`config.mk`:
```
export PLATFORM = sky130hd
export DESIGN_NAME = sis_cell
export DESIGN_NICKNAME = d
export VERILOG_FILES = /design/src/rtl/core/sis_pkg.sv /design/src/rtl/core/sis_cell.sv
export SDC_FILE = /design/constraint.sdc
export NUM_CORES = 1
export LEC_CHECK = 0
export CORE_MARGIN = 2
export CORE_UTILIZATION = 60
export CTS_CLUSTER_DIAMETER = 100
export DETAILED_ROUTE_END_ITERATION = 8
export DONT_BUFFER_PORTS = 1
export PLACE_DENSITY = 0.77
export SYNTH_ARGS = -nofsm -noshare
export SYNTH_HDL_FRONTEND = slang
export SYNTH_SLANG_ARGS = --single-unit
```
`constraint.sdc`:
```
create_clock -name clk -period 3.35 [get_ports clk]
set_input_delay 0.5025 -clock clk [delete_from_list [all_inputs] [get_ports clk]]
set_output_delay 0.5025 -clock clk [all_outputs]
set_load 0.02 [all_outputs]
```
`src/rtl/core/sis_pkg.sv`:
```
package sis_pkg;

  localparam int SIS_CAPACITY = 64;
  localparam int SIS_ID_BITS  = 40;
  localparam int VID_W        = 40;
  localparam int MODE_W       = 2;
  localparam int FIELD_CNT_W  = 7;
  localparam int STATUS_W     = 2;
  localparam int OUT_DATA_W   = 64;

  localparam logic [MODE_W-1:0] MODE_SEARCH = 2'd0;
  localparam logic [MODE_W-1:0] MODE_INSERT = 2'd1;
  localparam logic [MODE_W-1:0] MODE_DELETE = 2'd2;
  localparam logic [MODE_W-1:0] MODE_SPLIT  = 2'd3;

  localparam logic [STATUS_W-1:0] ST_MISS   = 2'd0;
  localparam logic [STATUS_W-1:0] ST_HIT    = 2'd1;
  localparam logic [STATUS_W-1:0] ST_DUP    = 2'd0;
  localparam logic [STATUS_W-1:0] ST_MID    = 2'd1;
  localparam logic [STATUS_W-1:0] ST_TAIL   = 2'd2;
  localparam logic [STATUS_W-1:0] ST_FULL   = 2'd3;
  localparam logic [STATUS_W-1:0] ST_ABSENT = 2'd0;

  typedef enum logic [1:0] {
    CELL_HOLD,
    CELL_CMP,
    CELL_INS,
    CELL_DEL
  } cell_op_t;

  typedef enum logic [2:0] {
    S_IDLE,
    S_CMP,
    S_UPD,
    S_RES,
    S_SPL
  } state_t;

endpackage

```
`src/rtl/core/sis_cell.sv`:
```
module sis_cell #(
  parameter int IDX     = 0,
  parameter int ID_BITS = 40,
  parameter int CNT_W   = 7
) (
  input  logic                clk,
  input  sis_pkg::cell_op_t   op,
  input  logic [ID_BITS-1:0]  key,
  input  logic [CNT_W-1:0]    count,
  input  logic                prev_lt,
  input  logic [ID_BITS-1:0]  prev_id,
  input  logic [ID_BITS-1:0]  next_id,
  output logic [ID_BITS-1:0]  id,
  output logic                lt,
  output logic                eq
);
  import sis_pkg::*;

  logic [ID_BITS-1:0] id_r, id_nxt;
  logic               lt_r, eq_r;
  logic               valid;

  assign valid = CNT_W'(IDX) < count;

  always_comb begin
    id_nxt = id_r;
    case (op)
      CELL_INS: begin
        if (!lt_r) id_nxt = prev_lt ? key : prev_id;
      end
      CELL_DEL: begin
        if (!lt_r) id_nxt = next_id;
      end
      default: id_nxt = id_r;
    endcase
  end

  always_ff @(posedge clk) begin
    id_r <= id_nxt;
    if (op == CELL_CMP) begin
      lt_r <= valid && (id_r < key);
      eq_r <= valid && (id_r == key);
    end
  end

  assign id = id_r;
  assign lt = lt_r;
  assign eq = eq_r;

endmodule

```
==> results_dict.tcl, run 1 <==
set metrics [dict create \
    outcome "finished clean" \
    postSynthAreaPerCell_um2 9.74 \
    grt_first_pass_wirelength_mm 10.7 \
    synth_cells 324 \
    rsz0062_at_grt "no" \
    drc 0 \
    hold_viol 0 \
    cts_setup_buffers 0 \
    power_density_nw_per_um2 354 \
    cp.depth 7 \
    htree_levels 2 \
    most-common-layout-cells "nand2_1, edfxtp_1, inv_1, mux2i_1, ha_1" \
    num_vias 2304 \
    synth_top_area_cell "edfxtp_1" \
    yosys-top-cells-area "edfxtp_1, ha_1, mux2i_1, o21ai_0, nand2_1" \
    antenna_found_initial 0 \
    final_common_cell "nand2_1" \
    post-route-period-util_pct 60.6 \
    worst_setup_path_end_kind "flip-flop" \
    path_clk_slew_ns 0.07 \
    grt_max_degree 42 \
    cts_tree "yes" \
    worstPathCellList "ha_1 -> nand4_1 -> or2_4 -> nor3_4 -> o31ai_1 -> nand3_1 -> a31oi_1" \
    yosysSeqAreaShare_pct 40.0 \
    worst_pin_slew_ns 0.645 \
    ios 173 \
    wl_per_cell_um 17.4 \
    reg2reg_depth 7 \
    gp_congestion 0.809 \
    placed_cells_incl_taps 382 \
    start_util_pct 62.2 \
    crit_family "simple AND/OR/NAND/NOR gates" \
    layout-drive-gt1-share_pct 5.35 \
    clk_latency_ns 0.29 \
    maxCapViolations 0 \
    yosys_warnings 0 \
    finalMaxSlewViolations 0 \
    synth_edf_count 42 \
    viasPerCell 5.94 \
    clock_skew_ns 0.00319 \
    critPathLaunchType "flip-flop" \
    dp_slack_ns 1.31 \
    synth_area_um2 3150 \
    final_cell_count_no_fill 388 \
    fmax_mhz 492 \
    syn_to_final_growth_pct 4.01 \
    whs_ns 0.402 \
    postCtsResizedCells 0 \
    path_class "reg2reg" \
    crit_arrival_ns 2.06 \
    vdd_ir_drop_max_v 0.000197 \
    slew_headroom_pct 56.9 \
    syn-num-nets 495 \
    critPathBufInv 0 \
    grt.overflow.total 0 \
    clock-root-buffer "clkbuf_8" \
    holdCritPathClass "in2reg" \
    rows 26 \
    core_um2 5070 \
    grt_pass1_vias 2262 \
    p_leak_nw 1.47 \
    slowest_delay_ns 0.52 \
    ys_types 34 \
    dr.pass1.iters 4 \
    synth_seq_cells 42 \
    path_max_fanout 3 \
    power_mw 1.16 \
    cts_buffer_depth 2 \
    design_area_um2 3280 \
    cts_buffers 5 \
    setup_viol 0 \
    period_needed_ns 2.03 \
    cts_sinks 42 \
    synth_top_cell_area_share_pct 40.0 \
    antennaDiodeCount 0 \
    ys.flop_type "edfxtp_1" \
    dpl-instance-area_um2 3210 \
    routed_wl_mm 6.74 \
    postRouteAntennaNets 0 \
    hpwl_mm 5.43 \
    num-nets-final 490 \
    die_h_um 76.5 \
    grt_usage_pct 22.9 \
    critPathRequiredTime_ns 3.38 \
    dieWidth_um 76.5 \
    slowest_stage "edfxtp_1" \
    tns_ns 0 \
    fin_util_pct 64.6 \
    hold_depth 2 \
    synthArstFlopShare_pct 0 \
    drt_iter0_markers 88 \
    die_area_um2 5850 \
    ctsHoldBuffers 0 \
    fin_ws_ns 1.32 \
    portBuffers 0 \
]
-- power by group --
| group | internal (mW) | total (mW) | switching [mW] |
|---|---|---|---|
| clock network | 0.136 | 0.294 | 0.159 |
| logic | 0.0895 | 0.194 | 0.104 |
| registers | 0.620 | 0.672 | 0.0521 |
| total | 0.845 | 1.16 | 0.315 |
-- registers in the layout (all words and copies together), names as in the netlist --
| signal | flops |
|---|---|
| id | 40 |
| lt | 1 |
| eq | 1 |
-- final timing paths --
kind,startpoint,end,slack (ns)
setup / recovery,id[39]$_DFFE_PP_,lt$_DFFE_PN_,1.32
hold reg to reg,lt$_DFFE_PN_,id[20]$_DFFE_PP_,0.92
hold / removal,next_id[32],id[32]$_DFFE_PP_,0.40
setup reg to reg,id[39]$_DFFE_PP_,lt$_DFFE_PN_,1.32
-- routing by layer --
| metal | up-vias | wire length (µm) | global-route usage, % |
|---|---|---|---|
| li1 | 1143 | - | - |
| met1 | 1055 | 2670 | 27.2 |
| met2 | 100 | 3470 | 40.7 |
| met3 | 6 | 542 | 7.11 |
| met4 | 0 | 53 | 4.91 |
| met5 | - | 0 | 0 |
-- area by class of cell --
type / count / area, µm²
flip-flops and latches: 42 / 1260
well taps: 70 / 87.6
inverters: 40 / 150
clock inverters: 1 / 3.75
fillers: 452 / 1790
repair buffers: 2 / 15.0
clock buffers: 5 / 68.8
multi-input cells: 228 / 1690
-- worst register-to-register path: cells and delay by family (launching register included) --
family                   cells  cell delay (ns)
AO/OA/AOI/OAI                2             0.15
flip-flops                   1             0.52
AND/OR/NAND/NOR              4             0.72
adder cells (fa/ha/maj)      1             0.39
-- synth_stat cells, types with 2 or more instances --
library cell	n
nand2_1	46
edfxtp_1	42
ha_1	40
inv_1	40
mux2i_1	40
o21ai_0	36
a21oi_1	15
clkbuf_1	10
o21ai_1	9
nand3_1	7
nand4_1	6
a21o_1	4
buf_2	4
nor2_1	3
and3_1	2
nor2b_1	2
-- cell families (layout without fill, tap and decap cells) --
family | after synthesis | count (layout) | share of synthesized area [%]
multiplexers | 40 | 40 | 12.7
adder cells (fa/ha/maj) | 40 | 40 | 15.9
AO/OA/AOI/OAI | 71 | 71 | 12.3
AND/OR/NAND/NOR | 77 | 77 | 12.6
buffers and inverters | 54 | 48 | 6.58
flip-flops | 42 | 42 | 40.0
Note: power is estimated with default switching activity, not from simulation.
==> run 2: changes to the inputs <==
--- a/config.mk
+++ b/config.mk
@@ -6,7 +6,7 @@
 export NUM_CORES = 1
 export LEC_CHECK = 0
 export CORE_MARGIN = 2
-export CORE_UTILIZATION = 60
+export CORE_UTILIZATION = 58
 export CTS_CLUSTER_DIAMETER = 100
 export DETAILED_ROUTE_END_ITERATION = 8
 export DONT_BUFFER_PORTS = 1
==> constraint.sdc (replaced) <==
create_clock -name clk -period 1.8 [get_ports clk]
set_input_delay 0.27 -clock clk [delete_from_list [all_inputs] [get_ports clk]]
set_output_delay 0.27 -clock clk [all_outputs]
set_load 0.02 [all_outputs]
==> run 2 against run 1 <==
Against the previous run: the flow now finishes with violations (negative setup slack); fmax grew 12%; global-route usage rose by 0.22 points; worst setup slack worse by 1.3 ns; largest cell class unchanged.
==> results_dict.tcl, run 2 (synthesis gave the netlist of run 1 again) <==
set metrics [dict create \
    antennaDiodeCount 0 \
    cts_buffers 5 \
    holdCritPathClass "in2reg" \
    r2r_slack_ns -0.01 \
    clock-root-buffer "clkbuf_8" \
    placed_cells_incl_taps 423 \
    grt_usage_pct 23.1 \
    path_clk_slew_ns 0.08 \
    wl_per_cell_um 15.9 \
    gp_congestion 0.823 \
    multi_input_area_um2 1770 \
    syn_to_final_growth_pct 18.0 \
    power_mw 2.29 \
    ctsHoldBuffers 0 \
    most-common-layout-cells "nand2_1, buf_4, edfxtp_1" \
    dr.pass1.iters 4 \
    viasPerCell 5.59 \
    grt_max_degree 43 \
    drt_iter0_markers 74 \
    p_seq_share_pct 51.7 \
    path_max_fanout 2 \
    switching_share_pct 27.4 \
    start_util_pct 61.0 \
    p_comb_share_pct 22.8 \
    final_common_cell "nand2_1" \
    maxCapViolations 0 \
    outcome "complete, but fails checks" \
    fin_ws_ns -0.0149 \
    reg2reg_to "lt$_DFFE_PN_" \
    p_int_mw 1.66 \
    worst_pin_slew_ns 0.582 \
    clk_latency_ns 0.29 \
    num_vias 2424 \
    fillers 376 \
    critPathRequiredTime_ns 1.83 \
    cts_sinks 42 \
    worstPathCellList "ha_1 -> nand4_1 -> or2_4 -> nor3_4 -> o31ai_2 -> nand3_1 -> a31oi_1" \
    setup_viol 1 \
    slowest_stage "edfxtp_1" \
    post-route-period-util_pct 101 \
    cts_tree "yes" \
    ios 173 \
    routed_wl_mm 6.92 \
    layout-drive-gt1-share_pct 19.0 \
    slew_headroom_pct 61.2 \
    grt.overflow.total 0 \
    drc 0 \
    die_area_um2 6040 \
    hold_viol 0 \
    p_leak_nw 1.72 \
    finalMaxSlewViolations 0 \
    power_frac_clock_pct 25.5 \
    portBuffers 0 \
    rows 26 \
    die_h_um 77.7 \
    failed_checks "negative setup slack" \
    dieWidth_um 77.7 \
    grt_pass1_vias 2476 \
    crit_arrival_ns 1.85 \
    hold_depth 2 \
    ff_latch_area_um2 1260 \
    power_density_nw_per_um2 614 \
    hold_end "id[17]$_DFFE_PP_" \
    clock_skew_ns 0.00433 \
    grt_first_pass_wirelength_mm 11.0 \
    antenna_found_initial 0 \
    cts_buffer_depth 2 \
    path_class "reg2reg" \
    worst_setup_path_end_kind "flip-flop" \
    rsz0062_at_grt "yes" \
    final_cell_count_no_fill 434 \
    htree_levels 2 \
    reg2reg_depth 7 \
    postRouteAntennaNets 0 \
    p_sw_uw 626 \
    fin_util_pct 71.9 \
    period_needed_ns 1.81 \
    crit-reg2reg-launch "id[36]$_DFFE_PP_" \
    num-nets-final 534 \
    hpwl_mm 5.42 \
    slowest_delay_ns 0.43 \
    largest_reg_flops 40 \
    vdd_ir_drop_max_v 0.000475 \
    core_um2 5170 \
    fmax_mhz 551 \
    min_from "next_id[17]" \
    critPathLaunchType "flip-flop" \
]
-- run 2: power by group through the flow --
stage	Clock, mW	Sequential (mW)	Combinational (mW)
finish	0.582	1.18	0.521
global route	0.643	1.19	0.587
CTS	0.599	1.18	0.516
detailed placement	0	1.20	0.503
global placement	0	1.20	0.484
floorplan	0	1.26	0.311
-- run 2: what timing repair did --
action / 4_1_cts / 5_1_grt
setup buffers: 0 / 3
pin swaps: 0 / 8
setup endpoints to repair: 1 / 2
resized for setup: 5 / 6
-- run 2: final cells by class --
type	instances	share of cell area (%)
Inverter	40	4.03
Timing Repair Buffer	46	10.1
Sequential cell	42	33.9
Clock inverter	2	0.235
Clock buffer	6	1.95
Multi-Input combinational cell	228	47.5
Tap cell	70	2.35
-- run 2: critical path: cells and delay by family (launching register included) --
kind            cells  cell delay, ns
compound gates      2            0.15
flops               1            0.43
fa+ha+maj           1            0.30
simple gates        4            0.69
-- run 2: worst max path at each step --
stage,slack [ns],to,cells after the start,from
6_report,-0.01,lt$_DFFE_PN_,7,id[36]$_DFFE_PP_
5_1_grt,-0.11,lt$_DFFE_PN_,6,id[9]$_DFFE_PP_
4_1_cts,-0.03,lt$_DFFE_PN_,7,id[38]$_DFFE_PP_
3_5_place_dp,-0.15,lt$_DFFE_PN_,7,id[33]$_DFFE_PP_
3_3_place_gp,-0.01,lt$_DFFE_PN_,7,id[38]$_DFFE_PP_
2_1_floorplan,0.02,lt$_DFFE_PN_,7,id[35]$_DFFE_PP_
-- run 2: stage by stage --
stage,setup WS [ns],TNS [ns],hold slack (ns),cell area (µm²)
floorplan,0.0171,0,0.457,3170
global placement,-0.0116,-0.0116,0.459,3550
detailed placement,-0.149,-0.149,0.466,3550
CTS,-0.0280,-0.0280,0.155,3670
global route,-0.112,-0.156,0.156,3720
finish,-0.0149,-0.0149,0.164,3720
-- run 2: per-layer routing --
| metal | vias up | wire, µm | part of all wire [%] | global-route usage [%] |
|---|---|---|---|---|
| li1 | 1232 | - | - | - |
| met1 | 1091 | 2850 | 41 | 27.3 |
| met2 | 95 | 3520 | 51 | 41.1 |
| met3 | 6 | 482 | 7.0 | 5.47 |
| met4 | 0 | 72 | 1.0 | 7.68 |
| met5 | - | 0 | 0 | 0 |
